### src/hw/rtl/sslw_pkg.sv
// sslw_pkg: shared types and constants for the servo slew limiter with steering
// no dependencies; used by sslw_slew and the top level

package sslw_pkg;

   // default structure
   localparam int NUM_CHANNELS_DEF  = 3;
   localparam int STEER_CHANNEL_DEF = 0;
   localparam int NUM_RATE_REGS     = 3;

   // field widths
   localparam int POS_W    = 16;
   localparam int RATE_W   = 8;
   localparam int GAIN_W   = 8;
   localparam int CODE_W   = 8;
   localparam int MAG_W    = 7;
   localparam int AMP_W    = MAG_W + GAIN_W;
   localparam int KIND_W   = 2;
   localparam int CHAN_W   = 2;
   localparam int BUMP_W   = 4;
   localparam int CSR_IDX_W = 3;
   localparam int CSR_DATA_W = 16;

   // position limits and reset values
   localparam logic [POS_W-1:0] POS_MAX   = 16'd10000;
   localparam logic [POS_W-1:0] POS_MIN   = 16'd2000;
   localparam logic [POS_W-1:0] POS_RESET = 16'd6000;

   localparam logic [POS_W-1:0]  CENTER_RESET = 16'd6000;
   localparam logic [POS_W-1:0]  LEFT_RESET   = 16'd2000;
   localparam logic [POS_W-1:0]  RIGHT_RESET  = 16'd10000;
   localparam logic [GAIN_W-1:0] GAIN_RESET   = 8'd1;
   localparam logic [POS_W-1:0]  NEUTRAL_RESET = 16'd6000;

   // bumper debounce
   localparam logic [BUMP_W-1:0] BUMP_MAX       = 4'd10;
   localparam logic [BUMP_W-1:0] BUMP_THRESHOLD = 4'd5;

   // offset code layout: sign in the top bit
   localparam int SIGN_BIT = CODE_W - 1;

   typedef enum logic [KIND_W-1:0] {
      KIND_TICK    = 2'd0,
      KIND_OFFSET  = 2'd1,
      KIND_NEUTRAL = 2'd2,
      KIND_CENTER  = 2'd3
   } kind_type;

   typedef enum logic [CSR_IDX_W-1:0] {
      REG_RATE_CH0    = 3'd0,
      REG_RATE_CH1    = 3'd1,
      REG_RATE_CH2    = 3'd2,
      REG_STEER_CTR   = 3'd3,
      REG_STEER_LEFT  = 3'd4,
      REG_STEER_RIGHT = 3'd5,
      REG_STEER_GAIN  = 3'd6,
      REG_NEUTRAL     = 3'd7
   } csr_reg_type;

endpackage

### src/hw/rtl/sslw_slew.sv
// sslw_slew: one tick of slew limiting for a single channel
// depends on sslw_pkg for widths and position limits

module sslw_slew import sslw_pkg::*; (
   input  logic [POS_W-1:0]  cur,
   input  logic [POS_W-1:0]  tgt,
   input  logic [RATE_W-1:0] rate,
   output logic [POS_W-1:0]  nxt
);

   logic [POS_W-1:0] rate_ext;
   logic [POS_W-1:0] cur_up;
   logic [POS_W-1:0] cur_dn;

   assign rate_ext = {{(POS_W-RATE_W){1'b0}}, rate};

   always_comb begin
      cur_up = (tgt > cur) ? cur + rate_ext : cur;
      // second compare sees the raised value
      cur_dn = (tgt < cur_up) ? cur_up - rate_ext : cur_up;
      if (rate == '0) begin
         nxt = tgt;
      end else if (cur_dn > POS_MAX) begin
         nxt = POS_MAX;
      end else if (cur_dn < POS_MIN) begin
         nxt = POS_MIN;
      end else begin
         nxt = cur_dn;
      end
   end

endmodule

### src/hw/rtl/servo_slew_limiter_with_steering.sv
// servo_slew_limiter_with_steering: top level, command decode, steering and debounce
// depends on sslw_pkg and sslw_slew
//
//  channel | direction | ports               | transfer
//  --------+-----------+---------------------+-----------------------------
//  req     | in        | req_valid/req_ready | command or tick item
//  rsp     | out       | rsp_valid/rsp_ready | positions and bumper flag
//  csr     | in        | csr_write_en        | register write, no wait
//
//  an item passes through the input register and then the result register, and while rsp
//  is not stalled the block takes one item per cycle
//  all state updates for an item are made in the single cycle it leaves the input register
//  reset is synchronous and active high; positions and targets return to their rest value
//  a stalled rsp holds the result register, the input register holds behind it, and
//  req_ready drops only when both are full

module servo_slew_limiter_with_steering import sslw_pkg::*; #(
   parameter int NUM_CHANNELS  = NUM_CHANNELS_DEF,
   parameter int STEER_CHANNEL = STEER_CHANNEL_DEF
) (
   input  logic                  clock,
   input  logic                  reset,
   // command items
   input  logic                  req_valid,
   output logic                  req_ready,
   input  logic [KIND_W-1:0]     req_kind,
   input  logic                  req_bumper_open,
   input  logic [CODE_W-1:0]     req_offset_code,
   input  logic [CHAN_W-1:0]     req_channel,
   // result items
   output logic                  rsp_valid,
   input  logic                  rsp_ready,
   output logic [POS_W-1:0]      rsp_pos_ch0,
   output logic [POS_W-1:0]      rsp_pos_ch1,
   output logic [POS_W-1:0]      rsp_pos_ch2,
   output logic                  rsp_bumper_pressed,
   // register writes
   input  logic                  csr_write_en,
   input  logic [CSR_IDX_W-1:0]  csr_index,
   input  logic [CSR_DATA_W-1:0] csr_wdata
);

   // ---------------------------------------------------------------
   // configuration registers
   // ---------------------------------------------------------------
   logic [RATE_W-1:0] rate_ff [NUM_RATE_REGS];
   logic [POS_W-1:0]  center_ff;
   logic [POS_W-1:0]  left_ff;
   logic [POS_W-1:0]  right_ff;
   logic [GAIN_W-1:0] gain_ff;
   logic [POS_W-1:0]  neutral_ff;

   always_ff @(posedge clock) begin
      if (reset) begin
         for (int k = 0; k < NUM_RATE_REGS; k++) begin
            rate_ff[k] <= '0;
         end
         center_ff  <= CENTER_RESET;
         left_ff    <= LEFT_RESET;
         right_ff   <= RIGHT_RESET;
         gain_ff    <= GAIN_RESET;
         neutral_ff <= NEUTRAL_RESET;
      end else if (csr_write_en) begin
         unique case (csr_reg_type'(csr_index))
            // rate registers for channels that do not exist are dropped
            REG_RATE_CH0: begin
               if (NUM_CHANNELS > 0) rate_ff[0] <= csr_wdata[RATE_W-1:0];
            end
            REG_RATE_CH1: begin
               if (NUM_CHANNELS > 1) rate_ff[1] <= csr_wdata[RATE_W-1:0];
            end
            REG_RATE_CH2: begin
               if (NUM_CHANNELS > 2) rate_ff[2] <= csr_wdata[RATE_W-1:0];
            end
            REG_STEER_CTR:   center_ff  <= csr_wdata[POS_W-1:0];
            REG_STEER_LEFT:  left_ff    <= csr_wdata[POS_W-1:0];
            REG_STEER_RIGHT: right_ff   <= csr_wdata[POS_W-1:0];
            REG_STEER_GAIN:  gain_ff    <= csr_wdata[GAIN_W-1:0];
            REG_NEUTRAL:     neutral_ff <= csr_wdata[POS_W-1:0];
            default: ;
         endcase
      end
   end

   // ---------------------------------------------------------------
   // input register and handshake
   // ---------------------------------------------------------------
   logic             s1_valid_ff;
   kind_type         s1_kind_ff;
   logic             s1_open_ff;
   logic [CODE_W-1:0] s1_code_ff;
   logic [CHAN_W-1:0] s1_chan_ff;
   logic             rsp_valid_ff;
   logic             s1_fire;   // item leaves the input register this cycle
   logic             req_fire;

   assign s1_fire   = s1_valid_ff && (!rsp_valid_ff || rsp_ready);
   assign req_ready = !s1_valid_ff || s1_fire;
   assign req_fire  = req_valid && req_ready;

   always_ff @(posedge clock) begin
      if (reset) begin
         s1_valid_ff <= 1'b0;
      end else if (req_ready) begin
         s1_valid_ff <= req_valid;
      end
      if (req_fire) begin
         s1_kind_ff <= kind_type'(req_kind);
         s1_open_ff <= req_bumper_open;
         s1_code_ff <= req_offset_code;
         s1_chan_ff <= req_channel;
      end
   end

   logic is_tick;
   logic is_offset;
   logic is_neutral;
   logic is_center;

   always_comb begin
      is_tick    = 1'b0;
      is_offset  = 1'b0;
      is_neutral = 1'b0;
      is_center  = 1'b0;
      unique case (s1_kind_ff)
         KIND_TICK:    is_tick    = 1'b1;
         KIND_OFFSET:  is_offset  = 1'b1;
         KIND_NEUTRAL: is_neutral = 1'b1;
         KIND_CENTER:  is_center  = 1'b1;
         default: ;
      endcase
   end

   // ---------------------------------------------------------------
   // steering target from a signed offset
   // ---------------------------------------------------------------
   logic [AMP_W-1:0] amp;
   logic [POS_W:0]   steer_up;       // one spare bit so the sum cannot wrap
   logic [POS_W:0]   left_plus_amp;
   logic             over_right;
   logic             under_left;
   logic [POS_W-1:0] steer_tgt;

   assign amp = {{(AMP_W-MAG_W){1'b0}}, s1_code_ff[MAG_W-1:0]}
              * {{(AMP_W-GAIN_W){1'b0}}, gain_ff};
   assign steer_up      = {1'b0, center_ff} + {{(POS_W+1-AMP_W){1'b0}}, amp};
   assign left_plus_amp = {1'b0, left_ff} + {{(POS_W+1-AMP_W){1'b0}}, amp};
   assign over_right    = steer_up > {1'b0, right_ff};
   // center - amp < left, kept unsigned by moving amp across
   assign under_left    = {1'b0, center_ff} < left_plus_amp;

   always_comb begin
      // right limit wins over left limit, both checked whatever the sign
      priority if (over_right) begin
         steer_tgt = right_ff;
      end else if (under_left) begin
         steer_tgt = left_ff;
      end else if (s1_code_ff[SIGN_BIT]) begin
         steer_tgt = steer_up[POS_W-1:0];
      end else begin
         steer_tgt = center_ff - {{(POS_W-AMP_W){1'b0}}, amp};
      end
   end

   // ---------------------------------------------------------------
   // bumper debounce
   // ---------------------------------------------------------------
   logic [BUMP_W-1:0] bump_ff;
   logic [BUMP_W-1:0] bump_in;

   always_comb begin
      bump_in = bump_ff;
      if (s1_fire && is_tick) begin
         if (s1_open_ff) begin
            if (bump_ff != '0) bump_in = bump_ff - 1'b1;
         end else begin
            if (bump_ff < BUMP_MAX) bump_in = bump_ff + 1'b1;
         end
      end
   end

   // ---------------------------------------------------------------
   // channel state
   // ---------------------------------------------------------------
   logic [POS_W-1:0]  target_ff  [NUM_CHANNELS];
   logic [POS_W-1:0]  target_in  [NUM_CHANNELS];
   logic [POS_W-1:0]  current_ff [NUM_CHANNELS];
   logic [POS_W-1:0]  current_in [NUM_CHANNELS];
   logic [POS_W-1:0]  slew_nxt   [NUM_CHANNELS];
   logic [RATE_W-1:0] chan_rate  [NUM_CHANNELS];

   for (genvar i = 0; i < NUM_CHANNELS; i++) begin : g_chan
      // channels beyond the rate registers follow their target directly
      if (i < NUM_RATE_REGS) begin : g_rate
         assign chan_rate[i] = rate_ff[i];
      end else begin : g_norate
         assign chan_rate[i] = '0;
      end

      sslw_slew u_slew (
         .cur  (current_ff[i]),
         .tgt  (target_ff[i]),
         .rate (chan_rate[i]),
         .nxt  (slew_nxt[i])
      );

      always_comb begin
         target_in[i]  = target_ff[i];
         current_in[i] = current_ff[i];
         if (s1_fire) begin
            if (is_tick) current_in[i] = slew_nxt[i];
            if (is_neutral && (int'(s1_chan_ff) == i)) target_in[i] = neutral_ff;
            if (i == STEER_CHANNEL) begin
               if (is_offset) target_in[i] = steer_tgt;
               if (is_center) target_in[i] = center_ff;
            end
         end
      end
   end

   always_ff @(posedge clock) begin
      if (reset) begin
         for (int k = 0; k < NUM_CHANNELS; k++) begin
            target_ff[k]  <= POS_RESET;
            current_ff[k] <= POS_RESET;
         end
         bump_ff <= '0;
      end else begin
         for (int k = 0; k < NUM_CHANNELS; k++) begin
            target_ff[k]  <= target_in[k];
            current_ff[k] <= current_in[k];
         end
         bump_ff <= bump_in;
      end
   end

   // ---------------------------------------------------------------
   // result register, shows the state left by the item
   // ---------------------------------------------------------------
   logic [POS_W-1:0] res_pos [3];
   logic [POS_W-1:0] rsp_pos_ff [3];
   logic             rsp_bump_ff;

   for (genvar j = 0; j < 3; j++) begin : g_res
      if (j < NUM_CHANNELS) begin : g_live
         assign res_pos[j] = current_in[j];
      end else begin : g_absent
         assign res_pos[j] = '0;
      end
   end

   always_ff @(posedge clock) begin
      if (reset) begin
         rsp_valid_ff <= 1'b0;
      end else if (s1_fire) begin
         rsp_valid_ff <= 1'b1;
      end else if (rsp_ready) begin
         rsp_valid_ff <= 1'b0;
      end
      if (s1_fire) begin
         for (int k = 0; k < 3; k++) begin
            rsp_pos_ff[k] <= res_pos[k];
         end
         rsp_bump_ff <= (bump_in > BUMP_THRESHOLD);
      end
   end

   assign rsp_valid          = rsp_valid_ff;
   assign rsp_pos_ch0        = rsp_pos_ff[0];
   assign rsp_pos_ch1        = rsp_pos_ff[1];
   assign rsp_pos_ch2        = rsp_pos_ff[2];
   assign rsp_bumper_pressed = rsp_bump_ff;

endmodule
### config.mk
export PLATFORM = sky130hd
export DESIGN_NAME = servo_slew_limiter_with_steering
export DESIGN_NICKNAME = d
export VERILOG_FILES = /design/src/hw/rtl/sslw_pkg.sv /design/src/hw/rtl/sslw_slew.sv /design/src/hw/rtl/servo_slew_limiter_with_steering.sv
export SDC_FILE = /design/constraint.sdc
export NUM_CORES = 1
export LEC_CHECK = 0
export ABC_AREA = 1
export BUFFER_PORTS_ARGS = -buffer_cell sky130_fd_sc_hd__buf_2
export CAP_MARGIN = 20
export CORE_MARGIN = 10
export CORE_UTILIZATION = 55
export CTS_CLUSTER_DIAMETER = 30
export CTS_CLUSTER_SIZE = 30
export DETAILED_ROUTE_END_ITERATION = 16
export PLACE_DENSITY = 0.72
export SLEW_MARGIN = 20
export SYNTH_ARGS = -nofsm -noshare
export SYNTH_HDL_FRONTEND = slang
export SYNTH_SLANG_ARGS = --single-unit
### constraint.sdc
create_clock -name clock -period 8.9 [get_ports clock]
set_input_delay 2.225 -clock clock [delete_from_list [all_inputs] [get_ports clock]]
set_output_delay 2.225 -clock clock [all_outputs]
set_load 0.02 [all_outputs]
* Word-level counts from Yosys, hierarchy flattened
Memory sizes are Yosys's and may differ from the RTL's. Index checks and enable logic that the tools add are counted. Widths: inputs -> output; s select.
Operators by class: muxes and demuxes 68, reductions and logical operators 23, multipliers 1, add/sub/neg operators 11, eq/ne operators 12, bitwise gates (word level) 9, $lt $le $gt $ge 16
Operators with widths (number):
- $mux 16 | 38
- $add 16x8->16 | 3
- $gt 16x14->1 const B | 3
- $gt 16x16->1 | 3
- $lt 16x11->1 const B | 3
- $lt 16x16->1 | 3
- $sub 16x8->16 | 3
- $add 16x15->17 | 2
- $logic_not 8->1 | 3
- $mux 8 | 3
- $mux 1 | 23
- $gt 17x16->1 | 1
- $lt 16x17->1 | 1
- $mux 4 | 4
- $sub 16x15->16 | 1
- $mul 7x8->15 | 1
- $eq 3x3->1 const B | 4
- $reduce_and 2->1 | 5
- $or 1x1->1 | 9
- $eq 2x2->1 const B | 4
- $eq 3x2->1 const B | 2
- $logic_and 1x1->1 | 6
- $add 4x1->4 const B | 1
- $gt 4x3->1 const B | 1
- other kinds (10) | 13
Word-level totals: bits in writable memories 168, logic and storage cells 157, bits in registers 92, memories kept 4, input port bits 37
Memories:
- current_ff | depth 3, width 16, read ports 3, clocked after memory_dff 0, wr ports 3, line servo_slew_limiter_with_steering.sv:187 | logic [POS_W-1:0] current_ff [NUM_CHANNELS];
- rsp_pos_ff | depth 3, width 16, read ports 3, clocked after memory_dff 0, wr ports 3, line servo_slew_limiter_with_steering.sv:241 | logic [POS_W-1:0] rsp_pos_ff [3];
- target_ff | depth 3, width 16, read ports 3, clocked after memory_dff 0, wr ports 3, line servo_slew_limiter_with_steering.sv:185 | logic [POS_W-1:0] target_ff [NUM_CHANNELS];
- rate_ff | depth 3, width 8, read ports 3, clocked after memory_dff 0, wr ports 3, line servo_slew_limiter_with_steering.sv:46 | logic [RATE_W-1:0] rate_ff [NUM_RATE_REGS];

* Longest topological paths before layout
Gate-level depths: netlist (run 1). An unclocked memory read counts as a cell.
depth after elaboration 12, mapped depth 44

* Hierarchy
Synthesis (run 1) repeated with hierarchy kept, for this count alone.
Unflattened totals: cells, all modules 3769, area total of the unflattened synthesis 24686.2 um^2
By module, submodules not included:
- servo_slew_limiter_with_steering | instances 1, area an instance 15129.5 um^2, cells an instance 1915
- sslw_slew at g_chan[0].u_slew ... | instances 2, area an instance 3178.0 um^2, cells an instance 619
- sslw_slew at g_chan[2].u_slew | instances 1, area an instance 3200.6 um^2, cells an instance 616

* Worst setup path after synthesis (run 1)
No wires, ideal clock.
path type flip-flop to flip-flop, from register s1_code_ff[6], to memory target_ff[0][9], cell stages (with the launch flop) 41, slack 1563 ps, clock period less this slack 7337 ps, buffers on the path 3, data arrival time 7219 ps, path through edfxtp_1 -> clkbuf_1 -> nand2_1 -> fa_1 -> fa_1 -> inv_1 -> fa_1 -> inv_1 -> fa_1 -> inv_1 -> ha_1 -> inv_1 -> o21ai_0 -> a21oi_1 -> o21bai_1 -> nand2_1 -> nand2_1 -> a21oi_1 -> [... 5 more ...] -> ha_1 -> clkbuf_1 -> nand2_1 -> nor3_1 -> a21oi_1 -> xor2_1 -> inv_1 -> ha_1 -> nand4_1 -> or2_2 -> or4_1 -> nand3_1 -> nand2_1 -> buf_2 -> o21ai_0 -> a21oi_1 -> o21ai_0 -> nand2_1
RTL lines:
- start: declaration | line servo_slew_limiter_with_steering.sv:91 | logic [CODE_W-1:0] s1_code_ff;
- start signal: assignment | line servo_slew_limiter_with_steering.sv:110 | s1_code_ff <= req_offset_code;
- end: declaration | line servo_slew_limiter_with_steering.sv:185

==> results of run 1 <==
## cell type report
type | count | area, um^2
Sequential cell | 260 | 6068
Timing Repair Buffer | 113 | 630.6
Multi-Input combinational cell | 2338 | 14040
Tap cell | 525 | 656.9
Clock buffer | 95 | 2105
Clock inverter | 32 | 334.1
Fill cell | 3591 | 14350
Inverter | 484 | 1827
## state kept, by name (all words and copies together), names as in the netlist, 8 cells and up
register,cells
gain_ff,8
rate_ff,24
s1_code_ff,8
left_ff,16
right_ff,16
neutral_ff,16
rsp_pos_ff,48
target_ff,48
current_ff,48
center_ff,16
## where the power goes
part / internal (W) / switching (W) / leakage [nW]
clock: 0.00177 / 0.000800 / 1.18
sequential: 0.00129 / 0.0000655 / 2.21
combinational: 0.00115 / 0.00230 / 9.83
total: 0.00422 / 0.00316 / 13.2
## stage by stage
step,hold WS (ps),TNS (ps),cell area (um^2),std cells
final,491.3,0,25660,3847
after global placement,469.5,0,23140,3711
after CTS,495.0,0,25580,3838
after global routing,536.9,-44.89,25660,3847
after detailed placement,483.4,0,23140,3711
after floorplan,447.3,0,22390,3177
## final timing paths
path / to / slack (ps) / cells past startpoint
max: target_ff[0][0] / 630 / 38
min: bump_ff[0] / 490 / 1
max reg2reg: target_ff[0][0] / 630 / 38
min reg2reg: bump_ff[0] / 490 / 1
## cells in the final DEF (no fill, tap or decap), types with 86 or more instances in the layout
cell type  count
nand2_1      780
inv_1        460
a21oi_1      268
ha_1         252
nor2_1       241
o21ai_0      172
dfxtp_1      172
nand3_1      160
buf_2         87
edfxtp_1      86
## per-layer routing
metal  vias to the layer above  global-route usage [%]
met4                         2                   10.89
li1                      10630                       -
met2                       820                   45.26
met3                       141                   4.521
met1                     10000                   36.06
met5                         -                       0
## logic make-up (layout without fill, tap and decap cells)
| kind of cell | count (synthesis) | in the layout | synth area share (%) |
|---|---|---|---|
| and+or+nand+nor | 1332 | 1332 | 25.35 |
| AOI/OAI and AO/OA | 616 | 616 | 15.75 |
| buffers and inverters | 579 | 724 | 10.34 |
| adders and majority gates | 290 | 290 | 17.48 |
| DFF | 260 | 260 | 27.09 |
| xor gates and xnor gates | 100 | 100 | 3.995 |
## what timing repair did
item | 4_1_cts | 5_1_grt
hold buffers | 0 | 0
buffers inserted | 0 | 9
endpoints found under the setup margin | 0 | 14
gates resized for setup | 0 | 4
==> results.txt, run 1 <==
first-pass GRT wire length -> 111.9 mm
Crit Path Category -> reg2reg
CTS Sinks -> 260
Initial DRC Count -> 2065
CP delay by family, top -> adder cells
DRC -> 0
grt ovf -> 0
CP startpoint kind -> flop
largest net degree at the start of global routing -> 76
Core Util, Final -> 64.13%
initial core utilization -> 55.98%
Hold Fails Final Rpt -> 0
overall power -> 0.007380 W
CP endpoint kind -> flop
Post-Syn Nets -> 3504
Clock Latency Late Sink -> 580 ps
most frequent cell after synthesis -> nand2_1
core box area -> 0.04001 mm^2
Pleak -> 13.23 nW
H-tree levels -> 3
Die Span Y -> 221.8 um
Clock Root Buffer -> clkbuf_16
layout cells sized above 1 -> 10.48%
Final setup viols -> 0
Worst VDD drop -> 177.4 uV
fin nets -> 3594
number of buffers created by CTS -> 70
pre-CTS setup slack -> 583.7 ps
WL met1 -> 30.44 mm
Synth Register Bits -> 260
Mapped Area -> 0.02239 mm^2
Post-synth ARST share -> 0%
Hold Path Origin -> bump_ff[0]
Fin Clk Skew -> 21.95 ps
leading area contributor after synthesis -> dfxtp_1
r2r startpoint -> s1_code_ff[6]
CP Buf/Inv Count -> 8
DP Wirelength -> 53.98 mm
met3 WL post-DR -> 5.365 mm
Longest Clk Path Bufs -> 3
main area contributors after synthesis -> dfxtp_1 16%, ha_1 14%, nand2_1 13%
I/O Buffers -> 87
number of placement rows -> 73
EDFF count, synth -> 86
mean post-synth cell area -> 7.049 um^2
fin crit share -> 92.88%
hold crit path type -> reg2reg
synth unique cells -> 66
Post-synth top flop -> dfxtp_1
fin worst setup slack -> 633.3 ps
Req. time, crit path -> 9320 ps
wire length on met2 -> 32.21 mm
CTS clk-pin slew, worst paths -> 40 ps
YS warnings -> 0
Final ANT Viol Nets -> 0
slowest stage delay, CP -> 560 ps
top layer in use -> met5
final slew viol count -> 0
routed via count -> 21600
Ports -> 88
Cells after Synth -> 3177
Seq/Total Area, Yosys -> 27.09%
Slew headroom -> 27.31%
fmax -> 121.0 MHz
Inserted Diodes -> 0
routed wirelength normalized by instance count -> 18.26 um
Final min period -> 8267 ps
area share of the largest cell type after synthesis -> 15.55%
GRT Overall Usage -> 27.79%
cell mode on critical path -> inv_1
number of detailed-route iterations in the first pass -> 6
run status -> finished, final reports clean
Post-synth top cells -> 780 x nand2_1, 464 x inv_1, 268 x a21oi_1
power per cell area -> 287.6 mW/mm^2
Final GP Congestion -> 0.9669
Setup crit start -> s1_code_ff[6]
Crit-path slowest cell -> fa_1
crit path max fanout -> 19
die area -> 0.04919 mm^2
initial antenna violation count -> 1
Vias/cell -> 5.615
Die Width -> 221.8 um
worst-margin pin slew -> 1086 ps
CTS tree -> yes
CP arrival -> 8680 ps
# Max-Cap Violations -> 0
Layout Area Growth over Synthesis -> 14.57%
Routed WL -> 70.23 mm
number of global-route vias before repair -> 20850
Note: power is estimated with default switching activity, not from simulation.
==> inputs of run 2 (changes only) <==
PLACE_DENSITY = unset   (was 0.72)
PLACE_DENSITY_LB_ADDON = 0.1   (was unset)
==> run 2 against run 1 <==
  * Flip-flop and latch count is the same
  * Combinational power about the same
  * Routed wire length down 0.31%
  * Clock power shrank 4%
  * Total power fell by 1.0%
  * Non-clock buffer count is 9 lower
  * Critical endpoint is now target_ff[0][1]
==> results.txt, run 2 (synthesis results as in run 1) <==
Final ANT Viol Nets -> 0
CTS tree -> yes
Pleak -> 13.11 nW
Routed WL -> 70.01 mm
Crit-path slowest cell -> fa_1
Internal Dissipation -> 0.004130 W
initial core utilization -> 55.98%
wire length on met2 -> 31.91 mm
number of detailed-route iterations in the first pass -> 6
Layout Area Growth over Synthesis -> 13.69%
fin crit share -> 93.26%
initial antenna violation count -> 0
routed wirelength normalized by instance count -> 18.25 um
layout cells sized above 1 -> 9.906%
met3 WL post-DR -> 4.480 mm
TNS Setup -> 0 ps
CTS clk-pin slew, worst paths -> 40 ps
post_cts resized -> 0
number of buffers created by CTS -> 68
routed via count -> 21530
filler cell count -> 3639
fmax -> 120.5 MHz
register area -> 0.006066 mm^2
Multi-input gate area -> 0.01403 mm^2
crit path max fanout -> 16
Post-CTS Setup Inserts -> 0
Hold Fails Final Rpt -> 0
Slew headroom -> 31.32%
number of placement rows -> 73
CTS Hold Bufs -> 0
Psw -> 0.003176 W
number of global-route vias before repair -> 20570
most common cell after layout, fill and taps aside -> nand2_1
fin nets -> 3583
hold crit path type -> reg2reg
Req. time, crit path -> 9320 ps
clock share of power -> 33.8%
core box area -> 0.04001 mm^2
largest net degree at the start of global routing -> 65
fin worst setup slack -> 599.8 ps
Fin Clk Skew -> 20.62 ps
H-tree levels -> 3
Clock Latency Late Sink -> 580 ps
Crit Path Category -> reg2reg
top layer in use -> met4
CP endpoint kind -> flop
GRT Overall Usage -> 27.65%
run status -> finished, final reports clean
switching share of total power -> 43.47%
Initial DRC Count -> 1876
commonest cells after routing, fill and taps aside -> 780 x nand2_1, 461 x inv_1, 268 x a21oi_1, 252 x ha_1, 242 x nor2_1
combinational fraction of design power -> 47.5%
cell mode on critical path -> inv_1
RSZ-0062 raised after global routing -> false
Die Width -> 221.8 um
DP Wirelength -> 54.34 mm
Die Span Y -> 221.8 um
WL met1 -> 30.94 mm
DRC -> 0
power per cell area -> 287.0 mW/mm^2
Final GP Congestion -> 0.9813
Final Cell Area -> 0.02546 mm^2
CTS Sinks -> 260
pre-CTS setup slack -> 592.5 ps
CP startpoint kind -> flop
Inserted Diodes -> 0
CP arrival -> 8720 ps
Clock Root Buffer -> clkbuf_16
Worst VDD drop -> 160.1 uV
slowest stage delay, CP -> 530 ps
final slew viol count -> 0
Final setup viols -> 0
Cell Area, Placed -> 0.02314 mm^2
Ports -> 88
grt ovf -> 0
Final min period -> 8300 ps
I/O Buffers -> 87
Longest Clk Path Bufs -> 3
Vias/cell -> 5.614
Reg power frac -> 18.6%
worst-margin pin slew -> 1026 ps
first-pass GRT wire length -> 111.3 mm
# Max-Cap Violations -> 0
die area -> 0.04919 mm^2
largest registers -> current_ff x48, rsp_pos_ff x48, target_ff x48
==> run 2: changes by cell type in the layout (fill, tap and decap cells not counted), sizes merged <==
cell      before  now
inv          484  482
buf          113  104
bufinv         4    7
clkinvlp       7   11
clkbuf        95   83
clkinv        21   26
==> run 2: final cells by class <==
class                   count  share of cell area (%)
well taps                 525                   2.580
inverters                 484                   7.175
multi-input cells        2338                   55.10
clock buffers              83                   7.273
repair buffers            104                   2.212
flip-flops and latches    260                   23.83
clock inverters            42                   1.838
==> run 2: final timing paths <==
kind / startpoint / to / slack [ps] / cells past startpoint
min reg2reg: current_ff[0][15] / current_ff[0][15] / 490 / 2
min: current_ff[0][15] / current_ff[0][15] / 490 / 2
max: s1_code_ff[3] / target_ff[0][1] / 600 / 35
max reg2reg: s1_code_ff[3] / target_ff[0][1] / 600 / 35
==> run 2: power by group through the flow <==
stage | registers [W] | clock network [W] | logic [W]
after detailed placement | 0.00138 | 0 | 0.00340
final | 0.00136 | 0.00247 | 0.00347
after global routing | 0.00136 | 0.00256 | 0.00390
after CTS | 0.00136 | 0.00249 | 0.00342
after global placement | 0.00138 | 0 | 0.00331
after floorplan | 0.00136 | 0 | 0.00274
==> run 2: per-layer routing <==
metal / GRT usage, % / vias to the layer above
li1: - / 10580
met1: 36.11 / 10070
met2: 45.00 / 734
met3: 4.152 / 148
met4: 10.89 / 0
met5: 0 / -
==> run 2: stage by stage <==
stage,util [%],std cells,power [W],hold WS (ps)
floorplan,-,3177,0.004098,447.3
global placement,57.84,3711,0.004693,462.2
detailed placement,57.84,3711,0.004780,488.9
CTS,63.64,3836,0.007274,494.6
global route,63.64,3836,0.007830,523.0
finish,63.64,3836,0.007306,493.9
==> run 2: critical path: cells and delay by family, from the launching register on <==
family	cells	cell delay, ps
AND/OR/NAND/NOR	5	770
XOR/XNOR	2	570
AO/OA/AOI/OAI	12	2350
buffers and inverters	9	840
flip-flops	1	520
adder cells (fa/ha/maj)	7	3090
